`config.mk`:
```
export PLATFORM = sky130hd
export DESIGN_NAME = cartridge_bank_mapper_core
export DESIGN_NICKNAME = d
export VERILOG_FILES = /design/src/sv/cbm_pkg.sv /design/src/sv/cbm_ctrl.sv /design/src/sv/cbm_datapath.sv /design/src/sv/cartridge_bank_mapper_core.sv
export SDC_FILE = /design/constraint.sdc
export NUM_CORES = 1
export LEC_CHECK = 0
export BUFFER_PORTS_ARGS = -buffer_cell sky130_fd_sc_hd__clkbuf_2
export CAP_MARGIN = 30
export CORE_UTILIZATION = 51
export DETAILED_ROUTE_END_ITERATION = 8
export PLACE_DENSITY = 0.72
export SLEW_MARGIN = 25
export SYNTH_ARGS = -nofsm -noshare
export SYNTH_HDL_FRONTEND = slang
export SYNTH_HIERARCHICAL = 1
export SYNTH_SLANG_ARGS = --single-unit
```
`constraint.sdc`:
```
create_clock -name clock -period 3.7 [get_ports clock]
set_clock_uncertainty 0.05 [all_clocks]
set_input_delay 0.37 -clock clock [delete_from_list [all_inputs] [get_ports clock]]
set_output_delay 0.37 -clock clock [all_outputs]
set_load 0.03 [all_outputs]
```
`src/sv/cbm_pkg.sv`:
```
package cbm_pkg;

   // Field and register widths
   localparam int ADDR_W      = 16;
   localparam int DATA_W      = 8;
   localparam int MAP_W       = 21;
   localparam int REGION_W    = 2;
   localparam int ROM_CNT_W   = 10;
   localparam int RAM_CNT_W   = 5;
   localparam int ROM_SEL_W   = 7;
   localparam int RAM_SEL_W   = 4;
   localparam int CSR_DATA_W  = ROM_CNT_W;
   localparam int DIV_BITS    = ROM_SEL_W;
   localparam int DIV_IDX_W   = $clog2(DIV_BITS);

   // Item command codes
   localparam logic CMD_WRITE     = 1'b0;
   localparam logic CMD_TRANSLATE = 1'b1;

   // Configuration register indexes
   localparam logic CSR_ROM_BANK_COUNT = 1'b0;
   localparam logic CSR_RAM_BANK_COUNT = 1'b1;

   // Result region codes
   localparam logic [REGION_W-1:0] REGION_ROM  = 2'd0;
   localparam logic [REGION_W-1:0] REGION_RAM  = 2'd1;
   localparam logic [REGION_W-1:0] REGION_RTC  = 2'd2;
   localparam logic [REGION_W-1:0] REGION_NONE = 2'd3;

   // Bus address map
   localparam logic [ADDR_W-1:0] RAM_EN_LAST   = 16'h1FFF;
   localparam logic [ADDR_W-1:0] ROM_SEL_FIRST = 16'h2000;
   localparam logic [ADDR_W-1:0] ROM_SEL_LAST  = 16'h3FFF;
   localparam logic [ADDR_W-1:0] RAM_SEL_FIRST = 16'h4000;
   localparam logic [ADDR_W-1:0] RAM_SEL_LAST  = 16'h5FFF;
   localparam logic [ADDR_W-1:0] LATCH_FIRST   = 16'h6000;
   localparam logic [ADDR_W-1:0] LATCH_LAST    = 16'h7FFF;
   localparam logic [ADDR_W-1:0] BANK0_LAST    = 16'h3FFF;
   localparam logic [ADDR_W-1:0] ROMX_LAST     = 16'h7FFF;
   localparam logic [ADDR_W-1:0] XRAM_FIRST    = 16'hA000;
   localparam logic [ADDR_W-1:0] XRAM_LAST     = 16'hBFFF;

   // Data codes
   localparam logic [3:0]          RAM_EN_KEY    = 4'hA;
   localparam logic [DATA_W-1:0]   RAM_BANK_MAX  = 8'd7;
   localparam logic [DATA_W-1:0]   RTC_SEL_FIRST = 8'd8;
   localparam logic [DATA_W-1:0]   RTC_SEL_LAST  = 8'h0C;
   localparam logic [DATA_W-1:0]   LATCH_ARM     = 8'd1;
   localparam logic [RAM_SEL_W-1:0] RAM_SEL_MAX  = 4'd12;
   localparam logic [RAM_SEL_W-1:0] RTC_BASE_SEL = 4'd8;

   // Reset values
   localparam logic [ROM_CNT_W-1:0] ROM_CNT_RESET = 10'd128;
   localparam logic [RAM_CNT_W-1:0] RAM_CNT_RESET = 5'd4;
   localparam logic [ROM_SEL_W-1:0] ROM_SEL_RESET = 7'd1;

   typedef enum logic [3:0] {
      ST_IDLE = 4'b0001,
      ST_EXEC = 4'b0010,
      ST_DIV  = 4'b0100,
      ST_FIN  = 4'b1000
   } state_type;

   // Controller to datapath
   typedef struct packed {
      logic capture;
      logic div_start;
      logic div_step;
      logic commit;
   } cmd_type;

   // Datapath to controller
   typedef struct packed {
      logic need_div;
      logic div_last;
      logic out_free;
   } sts_type;

endpackage

```
`src/sv/cbm_ctrl.sv`:
```
module cbm_ctrl (
   input  logic             clock,
   input  logic             reset,
   input  logic             req_valid,
   output logic             req_ready,
   input  cbm_pkg::sts_type sts,
   output cbm_pkg::cmd_type cmd
);
   import cbm_pkg::*;

   state_type state_ff;
   state_type state_in;

   // Sequence one item: take it, evaluate, divide if a bank write needs it, commit
   always_comb begin
      state_in      = state_ff;
      cmd           = '0;
      req_ready     = 1'b0;
      case (state_ff)
         ST_IDLE: begin
            req_ready   = 1'b1;
            cmd.capture = req_valid;
            if (req_valid) begin
               state_in = ST_EXEC;
            end
         end
         ST_EXEC: begin
            if (sts.need_div) begin
               cmd.div_start = 1'b1;
               state_in      = ST_DIV;
            end else if (sts.out_free) begin
               cmd.commit = 1'b1;
               state_in   = ST_IDLE;
            end
         end
         ST_DIV: begin
            cmd.div_step = 1'b1;
            if (sts.div_last) begin
               state_in = ST_FIN;
            end
         end
         ST_FIN: begin
            if (sts.out_free) begin
               cmd.commit = 1'b1;
               state_in   = ST_IDLE;
            end
         end
         default: begin
            state_in = ST_IDLE;
         end
      endcase
   end

   always_ff @(posedge clock) begin
      if (reset) begin
         state_ff <= ST_IDLE;
      end else begin
         state_ff <= state_in;
      end
   end

   a_commit_needs_room: assert property (@(posedge clock) disable iff (reset)
      cmd.commit |-> sts.out_free)
      else $error("commit while result register is held");

   a_div_only_when_needed: assert property (@(posedge clock) disable iff (reset)
      cmd.div_start |-> sts.need_div)
      else $error("division started for an item that needs none");

   a_div_ends_in_fin: assert property (@(posedge clock) disable iff (reset)
      (state_ff == ST_DIV && sts.div_last) |=> state_ff == ST_FIN)
      else $error("division did not hand over to finish");

endmodule

```
`src/sv/cbm_datapath.sv`:
```
module cbm_datapath (
   input  logic                                 clock,
   input  logic                                 reset,
   input  cbm_pkg::cmd_type                     cmd,
   output cbm_pkg::sts_type                     sts,
   input  logic                                 req_command,
   input  logic [cbm_pkg::ADDR_W-1:0]           req_bus_address,
   input  logic [cbm_pkg::DATA_W-1:0]           req_write_data,
   input  logic                                 csr_write_enable,
   input  logic                                 csr_index,
   input  logic [cbm_pkg::CSR_DATA_W-1:0]       csr_write_data,
   output logic                                 rsp_valid,
   input  logic                                 rsp_ready,
   output logic [cbm_pkg::MAP_W-1:0]            rsp_mapped_address,
   output logic [cbm_pkg::REGION_W-1:0]         rsp_region,
   output logic                                 rsp_address_valid,
   output logic                                 rsp_ram_enabled,
   output logic                                 rsp_rtc_tick_pulse
);
   import cbm_pkg::*;

   // Captured item
   logic                 item_cmd_ff;
   logic [ADDR_W-1:0]    item_addr_ff;
   logic [DATA_W-1:0]    item_data_ff;

   // Configuration
   logic [ROM_CNT_W-1:0] rom_count_ff;
   logic [RAM_CNT_W-1:0] ram_count_ff;

   // Mapper state
   logic [ROM_SEL_W-1:0] rom_sel_ff, rom_sel_in;
   logic [RAM_SEL_W-1:0] ram_sel_ff, ram_sel_in;
   logic                 ram_en_ff, ram_en_in;
   logic [DATA_W-1:0]    latch_ff, latch_in;

   // Divider
   logic [ROM_SEL_W-1:0] rem_ff, rem_in;
   logic [DIV_IDX_W-1:0] bit_idx_ff;
   logic [ROM_SEL_W-1:0] dividend;
   logic [ROM_CNT_W-1:0] divisor;
   logic [ROM_SEL_W:0]   trial;
   logic [ROM_CNT_W-1:0] trial_ext;
   logic [ROM_CNT_W-1:0] trial_diff;

   // Result register
   logic                 rsp_valid_ff;
   logic [MAP_W-1:0]     map_ff, map_in;
   logic [REGION_W-1:0]  region_ff, region_in;
   logic                 addr_valid_ff, addr_valid_in;
   logic                 ram_enabled_ff;
   logic                 pulse_ff, pulse_in;

   // Decode
   logic                 is_write;
   logic                 in_en_rng, in_rom_rng, in_ram_rng, in_latch_rng;
   logic [ROM_SEL_W-1:0] rom_v;
   logic                 data_low_bank, data_rtc;
   logic                 need_div_rom, need_div_ram;
   logic [RAM_SEL_W-1:0] rtc_slot;

   assign is_write     = (item_cmd_ff == CMD_WRITE);
   assign in_en_rng    = (item_addr_ff <= RAM_EN_LAST);
   assign in_rom_rng   = (item_addr_ff >= ROM_SEL_FIRST) && (item_addr_ff <= ROM_SEL_LAST);
   assign in_ram_rng   = (item_addr_ff >= RAM_SEL_FIRST) && (item_addr_ff <= RAM_SEL_LAST);
   assign in_latch_rng = (item_addr_ff >= LATCH_FIRST) && (item_addr_ff <= LATCH_LAST);
   assign rom_v        = item_data_ff[ROM_SEL_W-1:0];
   assign data_low_bank = (item_data_ff != '0) && (item_data_ff <= RAM_BANK_MAX);
   assign data_rtc     = (item_data_ff >= RTC_SEL_FIRST) && (item_data_ff <= RTC_SEL_LAST);

   assign need_div_rom = is_write && in_rom_rng && (rom_v != '0) && (rom_count_ff != '0);
   assign need_div_ram = is_write && in_ram_rng && data_low_bank && (ram_count_ff != '0);

   assign sts.need_div = need_div_rom || need_div_ram;
   assign sts.div_last = (bit_idx_ff == '0);
   assign sts.out_free = !rsp_valid_ff || rsp_ready;

   // Restoring remainder, one dividend bit per cycle, MSB first
   assign dividend   = need_div_rom ? rom_v : item_data_ff[ROM_SEL_W-1:0];
   assign divisor    = need_div_rom ? rom_count_ff
                                    : {{(ROM_CNT_W-RAM_CNT_W){1'b0}}, ram_count_ff};
   assign trial      = {rem_ff, dividend[bit_idx_ff]};
   assign trial_ext  = {{(ROM_CNT_W-ROM_SEL_W-1){1'b0}}, trial};
   assign trial_diff = trial_ext - divisor;
   assign rem_in     = (trial_ext >= divisor) ? trial_diff[ROM_SEL_W-1:0]
                                              : trial[ROM_SEL_W-1:0];

   // Next mapper state for a register write
   always_comb begin
      rom_sel_in = rom_sel_ff;
      ram_sel_in = ram_sel_ff;
      ram_en_in  = ram_en_ff;
      latch_in   = latch_ff;
      pulse_in   = 1'b0;
      if (is_write) begin
         if (in_en_rng) begin
            ram_en_in = (item_data_ff[3:0] == RAM_EN_KEY);
         end else if (in_rom_rng) begin
            if (rom_v == '0) begin
               rom_sel_in = ROM_SEL_RESET;
            end else if (rom_count_ff == '0) begin
               rom_sel_in = rom_v;
            end else begin
               rom_sel_in = rem_ff;
            end
         end else if (in_ram_rng) begin
            if (item_data_ff == '0) begin
               ram_sel_in = '0;
            end else if (data_low_bank) begin
               if (ram_count_ff != '0) begin
                  ram_sel_in = rem_ff[RAM_SEL_W-1:0];
               end
            end else if (data_rtc) begin
               ram_sel_in = item_data_ff[RAM_SEL_W-1:0];
            end
         end else if (in_latch_rng) begin
            pulse_in = (item_data_ff == LATCH_ARM) && (latch_ff == '0);
            latch_in = item_data_ff;
         end
      end
   end

   // RTC slot index: selection 8..12 maps to 0..4
   assign rtc_slot = ram_sel_ff - RTC_BASE_SEL;

   // Translate the bus address against the current banks
   always_comb begin
      map_in        = '0;
      region_in     = REGION_NONE;
      addr_valid_in = 1'b0;
      if (!is_write) begin
         if (item_addr_ff <= BANK0_LAST) begin
            map_in        = {{(MAP_W-ADDR_W){1'b0}}, item_addr_ff};
            region_in     = REGION_ROM;
            addr_valid_in = 1'b1;
         end else if (item_addr_ff <= ROMX_LAST) begin
            map_in        = {rom_sel_ff, item_addr_ff[13:0]};
            region_in     = REGION_ROM;
            addr_valid_in = 1'b1;
         end else if (item_addr_ff >= XRAM_FIRST && item_addr_ff <= XRAM_LAST) begin
            addr_valid_in = 1'b1;
            if (ram_sel_ff <= RAM_BANK_MAX[RAM_SEL_W-1:0]) begin
               map_in    = {{(MAP_W-RAM_SEL_W-13){1'b0}}, ram_sel_ff, item_addr_ff[12:0]};
               region_in = REGION_RAM;
            end else begin
               map_in    = {{(MAP_W-RAM_CNT_W-13){1'b0}}, ram_count_ff, 10'd0,
                            rtc_slot[2:0]};
               region_in = REGION_RTC;
            end
         end
      end
   end

   // Capture item, step divider, load result
   always_ff @(posedge clock) begin
      if (cmd.capture) begin
         item_cmd_ff  <= req_command;
         item_addr_ff <= req_bus_address;
         item_data_ff <= req_write_data;
      end
      if (cmd.div_start) begin
         rem_ff     <= '0;
         bit_idx_ff <= DIV_IDX_W'(DIV_BITS - 1);
      end else if (cmd.div_step) begin
         rem_ff     <= rem_in;
         bit_idx_ff <= bit_idx_ff - 1'b1;
      end
      if (cmd.commit) begin
         map_ff         <= map_in;
         region_ff      <= region_in;
         addr_valid_ff  <= addr_valid_in;
         ram_enabled_ff <= ram_en_in;
         pulse_ff       <= pulse_in;
      end
   end

   // Configuration and mapper state
   always_ff @(posedge clock) begin
      if (reset) begin
         rom_count_ff <= ROM_CNT_RESET;
         ram_count_ff <= RAM_CNT_RESET;
         rom_sel_ff   <= ROM_SEL_RESET;
         ram_sel_ff   <= '0;
         ram_en_ff    <= 1'b0;
         latch_ff     <= '0;
         rsp_valid_ff <= 1'b0;
      end else begin
         if (csr_write_enable) begin
            case (csr_index)
               CSR_ROM_BANK_COUNT: rom_count_ff <= csr_write_data;
               CSR_RAM_BANK_COUNT: ram_count_ff <= csr_write_data[RAM_CNT_W-1:0];
               default: begin
               end
            endcase
         end
         if (cmd.commit) begin
            rom_sel_ff <= rom_sel_in;
            ram_sel_ff <= ram_sel_in;
            ram_en_ff  <= ram_en_in;
            latch_ff   <= latch_in;
         end
         if (cmd.commit) begin
            rsp_valid_ff <= 1'b1;
         end else if (rsp_ready) begin
            rsp_valid_ff <= 1'b0;
         end
      end
   end

   assign rsp_valid          = rsp_valid_ff;
   assign rsp_mapped_address = map_ff;
   assign rsp_region         = region_ff;
   assign rsp_address_valid  = addr_valid_ff;
   assign rsp_ram_enabled    = ram_enabled_ff;
   assign rsp_rtc_tick_pulse = pulse_ff;

   a_ram_sel_range: assert property (@(posedge clock) disable iff (reset)
      ram_sel_ff <= RAM_SEL_MAX)
      else $error("RAM/RTC selection out of range");

   a_region_matches_valid: assert property (@(posedge clock) disable iff (reset)
      rsp_valid_ff |-> ((region_ff == REGION_NONE) == !addr_valid_ff))
      else $error("region and address_valid disagree");

endmodule

```
`src/sv/cartridge_bank_mapper_core.sv`:
```
// Cartridge bank mapper core (MBC3-style bank controller).
// Request channel (req_*): one item per valid/ready handshake. req_command
// selects a register write (bank, RAM enable, latch) or an address translation.
// Response channel (rsp_*): exactly one item per request, in order, holding
// the mapped offset, its region, address_valid, the RAM enable flag after
// the item and the RTC tick pulse of a latch 0 -> 1 write.
// Configuration port (csr_*): index 0 is the ROM bank count, index 1 the RAM
// bank count; a write lands at the clock edge where csr_write_enable is high.
// Sequence: a request is taken in IDLE and evaluated in EXEC, and its response is
// registered once the response register is free; ROM and RAM bank writes that need
// a modulo first pass through DIV and FIN, since the shared restoring remainder unit
// resolves one bit of the 7-bit value per cycle. No new request is taken until the
// current item has committed.
// Reset (synchronous): ROM bank 1, RAM bank 0, RAM disabled, latch 0, ROM bank
// count 128, RAM bank count 4; no response pending.
// Receiver stall: the response register holds its item; the next request is
// still taken and evaluated, and waits to commit until the register frees.
module cartridge_bank_mapper_core (
   input  logic                           clock,
   input  logic                           reset,
   input  logic                           req_valid,
   output logic                           req_ready,
   input  logic                           req_command,
   input  logic [cbm_pkg::ADDR_W-1:0]     req_bus_address,
   input  logic [cbm_pkg::DATA_W-1:0]     req_write_data,
   output logic                           rsp_valid,
   input  logic                           rsp_ready,
   output logic [cbm_pkg::MAP_W-1:0]      rsp_mapped_address,
   output logic [cbm_pkg::REGION_W-1:0]   rsp_region,
   output logic                           rsp_address_valid,
   output logic                           rsp_ram_enabled,
   output logic                           rsp_rtc_tick_pulse,
   input  logic                           csr_write_enable,
   input  logic                           csr_index,
   input  logic [cbm_pkg::CSR_DATA_W-1:0] csr_write_data
);
   import cbm_pkg::*;

   cmd_type cmd;
   sts_type sts;

   cbm_ctrl u_ctrl (
      .clock     (clock),
      .reset     (reset),
      .req_valid (req_valid),
      .req_ready (req_ready),
      .sts       (sts),
      .cmd       (cmd)
   );

   cbm_datapath u_datapath (
      .clock              (clock),
      .reset              (reset),
      .cmd                (cmd),
      .sts                (sts),
      .req_command        (req_command),
      .req_bus_address    (req_bus_address),
      .req_write_data     (req_write_data),
      .csr_write_enable   (csr_write_enable),
      .csr_index          (csr_index),
      .csr_write_data     (csr_write_data),
      .rsp_valid          (rsp_valid),
      .rsp_ready          (rsp_ready),
      .rsp_mapped_address (rsp_mapped_address),
      .rsp_region         (rsp_region),
      .rsp_address_valid  (rsp_address_valid),
      .rsp_ram_enabled    (rsp_ram_enabled),
      .rsp_rtc_tick_pulse (rsp_rtc_tick_pulse)
   );

endmodule

```
==> results.toml, run 1 <==
[clock_tree]
cts_root_buf = "clkbuf_8"
clkTransAtPathRegs_ns = 0.10
cts_buffers = 9
cts_sinks = 101
clock_latency_ns = 0.38
cts_tree = "built"
htree_levels = 3
cts_buffer_depth = 2

[detailed_routing]
ant_nets = 0
vias = 3458
dr.pass1.iters = 4
drt_iter0_drc = 141
drc_errors = 0
wire_per_inst_um = 15.9
wl_um = 9910
viasPerCell = 5.53

[pwr]
p_int_uw = 1770
power_frac_seq_pct = 53.5
p_leak_uw = 0.00217
p_comb_share_pct = 21.1
p_clk_share_pct = 25.4
power.switching_uw = 799
p_per_area_mw_per_mm2 = 483
ir_worst_vdd_mv = 0.241
swShare_pct = 31.1

[setup_path]
crit_path_frequent_cell = "nand2_1"
critPathCapture = "u_datapath/rem_ff[0]$_SDFFE_PP0P_"
worstPathArrival_ns = 3.71
cp.required_ns = 3.94
reg2reg_depth = 14
max_stage_delay_ns = 0.45
slowest_stage = "or3_1"
reg2reg_slack_ns = 0.24
critPathLaunchType = "flop"
timing.critical_path.from = "u_datapath/item_data_ff[4]$_DFFE_PP_"
path_class = "reg -> reg"
r2r-end = "u_datapath/rem_ff[0]$_SDFFE_PP0P_"
r2r-start = "u_datapath/item_data_ff[4]$_DFFE_PP_"
cp-end-kind = "flop"
path_cells = "or3_1 -> o311a_4 -> and2_2 -> nand2_1 -> nand2_1 -> ha_1 -> inv_1 -> fa_1 -> a21oi_1 -> o21ai_0 -> nand3_1 -> a21o_2 -> mux2_4 -> a211oi_2"
crit_fanout = 8

[layout]
antennaDiodeCount = 0
drive_gt1_share_pct = 21.7
ff_latch_area_mm2 = 0.00253
n_fill_cell = 739
stdcell_area_mm2 = 0.00532
area_delta_synth_final_pct = 14.2
final_util_pct = 60.7
finalNonFillerCells = 625
nets = 564
multi_input_area_mm2 = 0.00198

[logic_synthesis]
synth-edff-count = 51
synth_area_mm2 = 0.00466
synthArstFlopShare_pct = 0
synth_warnings = 6
avgSynthCellArea_um2 = 10.5
synth_area_leaders = "edfxtp_1 (33%), dfxtp_1 (21%), mux2i_1 (6.0%)"
ys_seq_area_share_pct = 54.4
synth_simple_gate_area_share_pct = 18.0
synthMuxAreaShare_pct = 7.14
synth_top_area_cell = "edfxtp_1"
postSynthCellCount = 443
synth-compound-area-share_pct = 12.7
synth_xor_area_share_pct = 1.13
synth_top_family_by_area = "simple AND/OR/NAND/NOR gates"
ys_types = 62
synth_flop_cell = "edfxtp_1"
synthAdderAreaFrac_pct = 3.11
synth_top_cell_area_share_pct = 32.9
ys_ff_latch = 101
synthesis.nets = 495

[global_route]
antenna_found_initial = 0
grt_pass1_wl_um = 16400
grt_max_degree = 41
grt_pass1_vias = 3293
overflow = 0
grt_usage_pct = 21.8

[sta]
tns_ns = 0
fin_crit_sh_pct = 93.6
rsz0062_at_grt = "false"
relSlewSlack_pct = 48.2
worst_slew_pin_slew_ns = 0.778
final-setup-viol-count = 0
hold_violations = 0
achievable-frequency_mhz = 289
period_needed_ns = 3.46
slew_viol_final = 0
whs_ns = 0.108

[floorplanning]
io_pins = 69
dieArea_mm2 = 0.00952
start_util_pct = 53.2
fp.dieW_um = 97.6
core_region_area_mm2 = 0.00876
die_h_um = 97.6
rows = 34

[status]
status = "finished clean"

[place]
gp_congestion = 0.882
postPlaceCellArea_mm2 = 0.00512
numPortBuffers = 68
dp_hpwl_um = 7240
dp_cells = 608

[hold_path]
hold_path_class = "in -> reg"

[flow_run]
max-cap-violations = 0
worst min-delay path by stage:
| stage | startpoint | endpoint | slack [ns] | cells after the start |
|---|---|---|---|---|
| after floorplan | u_datapath/rom_count_ff[8]$_SDFFE_PP0P_ | u_datapath/rom_count_ff[8]$_SDFFE_PP0P_ | 0.39 | 2 |
| after global placement | u_datapath/rom_count_ff[8]$_SDFFE_PP0P_ | u_datapath/rom_count_ff[8]$_SDFFE_PP0P_ | 0.40 | 2 |
| after detailed placement | u_datapath/rom_count_ff[9]$_SDFFE_PP0P_ | u_datapath/rom_count_ff[9]$_SDFFE_PP0P_ | 0.41 | 2 |
| after CTS | req_bus_address[9] | u_datapath/item_addr_ff[9]$_DFFE_PP_ | 0.1 | 1 |
| after global routing | req_bus_address[8] | u_datapath/item_addr_ff[8]$_DFFE_PP_ | 0.09 | 1 |
| final | req_bus_address[9] | u_datapath/item_addr_ff[9]$_DFFE_PP_ | 0.11 | 1 |
synthesized netlist by cell type, types with 3 or more instances:
cell	n
nor3_1	5
and2_1	5
inv_1	15
nor4_1	6
o211ai_1	3
a22o_1	3
a211oi_1	7
xor2_1	3
dfxtp_1	50
ha_1	10
nor2b_1	8
o21ai_0	18
a31oi_1	3
nor2_1	48
a21oi_1	30
and3_1	18
nand3_1	9
nand2b_1	8
xnor2_1	3
nand2_1	42
o21bai_1	3
mux2i_1	28
edfxtp_1	51
clkbuf_1	17
sequential cells by signal, indices dropped and copies added (netlist names):
name	flops
u_datapath/rsp_mapped_address	21
u_datapath/item_addr_ff	16
u_datapath/rom_count_ff	10
u_datapath/item_data_ff	8
u_datapath/latch_ff	8
u_datapath/rem_ff	7
u_datapath/rom_sel_ff	7
u_datapath/ram_count_ff	5
u_ctrl/state_ff	4
u_datapath/ram_sel_ff	4
u_datapath/bit_idx_ff	3
u_datapath/rsp_region	2
u_datapath/item_cmd_ff	1
u_datapath/ram_en_ff	1
u_datapath/rsp_address_valid	1
u_datapath/rsp_ram_enabled	1
u_datapath/rsp_rtc_tick_pulse	1
u_datapath/rsp_valid	1
critical path, delay by kind of cell, from the launching register on:
| family | cells | cell delay [ns] |
|---|---|---|
| buffers and inverters | 1 | 0.07 |
| AOI/OAI and AO/OA | 5 | 1.11 |
| and+or+nand+nor | 5 | 0.97 |
| adders and majority gates | 2 | 0.43 |
| DFF | 1 | 0.43 |
| muxes | 1 | 0.33 |
kinds of logic (layout without fill, tap and decap cells):
group | count (synthesis) | in the layout
AND/OR/NAND/NOR | 167 | 167
flip-flops | 101 | 101
AO/OA/AOI/OAI | 89 | 89
buffers and inverters | 38 | 112
multiplexers | 31 | 31
adder cells (fa/ha/maj) | 11 | 11
XOR/XNOR | 6 | 6
per-layer routing:
metal  up-vias  part of all wire (%)  GRT usage [%]
met5         -                     0              0
met1      1608                    47           29.4
met3        15                   5.5           6.47
met2        90                    46           33.4
li1       1745                     -              -
met4         0                   1.4           7.47
final cells by class:
| cell class | instances | area share [%] |
|---|---|---|
| Clock buffer | 9 | 2.33 |
| Clock inverter | 7 | 1.11 |
| Inverter | 15 | 1.06 |
| Multi-Input combinational cell | 304 | 37.1 |
| Sequential cell | 101 | 47.6 |
| Tap cell | 108 | 2.54 |
| Timing Repair Buffer | 81 | 8.23 |
power by group through the flow:
stage | Sequential (uW) | Clock [uW] | Combinational, uW
5_1_grt | 1390 | 716 | 595
6_report | 1370 | 653 | 543
4_1_cts | 1380 | 670 | 537
2_1_floorplan | 1410 | 0 | 370
3_5_place_dp | 1400 | 0 | 533
3_3_place_gp | 1400 | 0 | 521
per-stage QoR:
step           power (uW)  setup WS (ns)
2_1_floorplan        1780          0.192
3_3_place_gp         1920          0.201
3_5_place_dp         1930         0.0489
4_1_cts              2580         0.0207
5_1_grt              2700         0.0144
6_report             2570          0.236
repair_timing:
| action | CTS | global route |
|---|---|---|
| endpoints found under the setup margin | 0 | 7 |
| setup buffers | 0 | 1 |
| gates resized for setup | 0 | 3 |
| hold buffers | 0 | 0 |
cells in the final DEF, fill, tap and decap left out, types with 4 or more instances in the layout:
cell type	Yosys	final
clkbuf_2	1	68
edfxtp_1	51	51
dfxtp_1	50	50
nor2_1	48	48
nand2_1	42	42
a21oi_1	30	30
mux2i_1	28	28
o21ai_0	18	17
and3_1	18	17
inv_1	15	15
buf_4	1	13
ha_1	10	10
clkbuf_8	0	9
nand3_1	9	9
nand2b_1	8	8
nor2b_1	8	8
a211oi_1	7	7
nor4_1	6	6
nor3_1	5	4
and2_1	5	4
No activity file was read; power rests on OpenSTA's default activity.
==> run 2: changes to the inputs <==
--- a/config.mk
+++ b/config.mk
@@ -8,6 +8,7 @@
 export BUFFER_PORTS_ARGS = -buffer_cell sky130_fd_sc_hd__clkbuf_2
 export CAP_MARGIN = 30
 export CORE_UTILIZATION = 51
+export CTS_BUF_LIST = sky130_fd_sc_hd__clkbuf_16
 export DETAILED_ROUTE_END_ITERATION = 8
 export PLACE_DENSITY = 0.72
 export SLEW_MARGIN = 25
==> run 2 against run 1 <==
  * Flip-flop and latch count stayed put
  * First-iteration DRC count is 26% higher
  * Clock-buffer cell count stayed put
  * Clock power is 37% higher
  * Fmax is 0.54% higher
  * Largest cell class unchanged
  * Critical path depth stayed put
  * Wire length hardly changed
  * Critical path type unchanged
  * Worst hold slack better by 0.037 ns
  * Cell area is 1.9% higher
  * Non-clock buffer count stayed put
==> results.toml, run 2 (synthesis gave the netlist of run 1 again) <==
[setup_path]
reg2reg_slack_ns = 0.25
max_stage_delay_ns = 0.45
crit_path_frequent_cell = "nand2_1"
cp.required_ns = 3.91
critPathLaunchType = "flop"
cp-end-kind = "flop"
r2r-start = "u_datapath/item_data_ff[4]$_DFFE_PP_"
worstPathArrival_ns = 3.66
slowest_stage = "or3_1"
path_class = "reg -> reg"
crit_fanout = 8
r2r-end = "u_datapath/rem_ff[0]$_SDFFE_PP0P_"
path_cells = "or3_1 -> o311a_4 -> and2_2 -> nand2_1 -> nand2_1 -> ha_1 -> inv_1 -> fa_1 -> a21oi_1 -> o21ai_0 -> nand3_1 -> a21o_2 -> mux2_4 -> a211oi_2"
reg2reg_depth = 14

[clock_tree]
cts_buffer_depth = 2
cts_buffers = 9
cts_root_buf = "clkbuf_16"
cts_sinks = 101
htree_levels = 3
cts_tree = "built"
clock_latency_ns = 0.35
clkTransAtPathRegs_ns = 0.07

[layout]
stdcell_area_mm2 = 0.00542
nets = 564
n_fill_cell = 722
largest_reg_flops = 21
area_delta_synth_final_pct = 16.4
drive_gt1_share_pct = 21.7
layout_common_cells = "clkbuf_2 (68), edfxtp_1 (51), dfxtp_1 (50)"
antennaDiodeCount = 0
layout_commonest_cell = "clkbuf_2"

[global_route]
overflow = 0
grt_pass1_wl_um = 16500
antenna_found_initial = 0
grt_max_degree = 41
grt_usage_pct = 21.8
grt_pass1_vias = 3312

[floorplanning]
die_h_um = 97.6
dieArea_mm2 = 0.00952
rows = 34
core_region_area_mm2 = 0.00876
start_util_pct = 53.2
fp.dieW_um = 97.6
io_pins = 69

[detailed_routing]
wl_um = 9910
ant_nets = 0
viasPerCell = 5.58
wire_per_inst_um = 15.9
vias = 3486
dr.pass1.iters = 5
drt_iter0_drc = 178
drc_errors = 0

[sta]
relSlewSlack_pct = 47.9
final-setup-viol-count = 0
rsz0062_at_grt = "false"
tns_ns = 0
hold_violations = 0
period_needed_ns = 3.45
achievable-frequency_mhz = 290
slew_viol_final = 0
worst_slew_pin_slew_ns = 0.782
fin_crit_sh_pct = 93.1

[place]
numPortBuffers = 68
dp_hpwl_um = 7240
postPlaceCellArea_mm2 = 0.00512
gp_congestion = 0.882

[flow_run]
max-cap-violations = 0

[pwr]
power_uw = 2810
p_per_area_mw_per_mm2 = 519
ir_worst_vdd_mv = 0.300
p_leak_uw = 0.00221

[hold_path]
worstHoldPathCells = 1
hold_path_end = "u_datapath/item_addr_ff[6]$_DFFE_PP_"
min_from = "req_bus_address[6]"
hold_path_class = "in -> reg"

[status]
status = "finished clean"
==> run 2: worst max-delay path by stage <==
| stage | start | to | slack, ns | cells past startpoint |
|---|---|---|---|---|
| after detailed placement | u_datapath/item_data_ff[1]$_DFFE_PP_ | u_datapath/rem_ff[0]$_SDFFE_PP0P_ | 0.05 | 11 |
| after global placement | u_datapath/item_data_ff[1]$_DFFE_PP_ | u_datapath/rem_ff[0]$_SDFFE_PP0P_ | 0.20 | 11 |
| after floorplan | u_datapath/item_data_ff[1]$_DFFE_PP_ | u_datapath/ram_sel_ff[0]$_SDFFE_PP0P_ | 0.19 | 11 |
| after global routing | u_datapath/item_data_ff[4]$_DFFE_PP_ | u_datapath/rem_ff[0]$_SDFFE_PP0P_ | 0.03 | 14 |
| after CTS | u_datapath/item_data_ff[1]$_DFFE_PP_ | u_datapath/rem_ff[0]$_SDFFE_PP0P_ | 0.02 | 11 |
| final | u_datapath/item_data_ff[4]$_DFFE_PP_ | u_datapath/rem_ff[0]$_SDFFE_PP0P_ | 0.25 | 14 |
==> run 2: layout make-up <==
class | instances | area (um2) | area share (%)
clock buffers | 9 | 225 | 4.15
clock inverters | 7 | 58.8 | 1.08
inverters | 15 | 56.3 | 1.04
multi-input cells | 304 | 1980 | 36.4
flip-flops and latches | 101 | 2530 | 46.7
well taps | 108 | 135 | 2.49
repair buffers | 81 | 438 | 8.08
==> run 2: worst max-delay path, delay by kind of cell, from the launching register on <==
family / cells / cell delay, ns
simple gates: 5 / 0.97
flops: 1 / 0.42
buf+inv: 1 / 0.07
fa+ha+maj: 2 / 0.45
mux: 1 / 0.33
compound gates: 5 / 1.09
==> run 2: layer usage <==
metal  wire length, um  GRT usage [%]  vias up
li1                  -              -     1744
met1              4530           29.3     1622
met2              4620           33.7      104
met3               597           5.61       16
met4               165           8.14        0
met5                 0              0        -
==> run 2: metrics by stage <==
step | std cells | hold slack [ns] | utilization [%] | setup WS (ns)
2_1_floorplan | 443 | 0.386 | - | 0.192
3_3_place_gp | 608 | 0.396 | 58.4 | 0.201
3_5_place_dp | 608 | 0.411 | 58.5 | 0.0489
4_1_cts | 624 | 0.137 | 61.7 | 0.0241
5_1_grt | 625 | 0.133 | 61.9 | 0.0251
6_report | 625 | 0.145 | 61.9 | 0.254
==> run 2: report_power, final <==
| part | switching, uW | internal [uW] |
|---|---|---|
| Clock | 426 | 467 |
| Sequential | 76.2 | 1300 |
| Combinational | 325 | 218 |
==> run 2: what timing repair did <==
action	4_1_cts	5_1_grt
setup endpoints to repair	0	7
gates resized for setup	0	3
hold buffers	0	0
buffers inserted	0	1
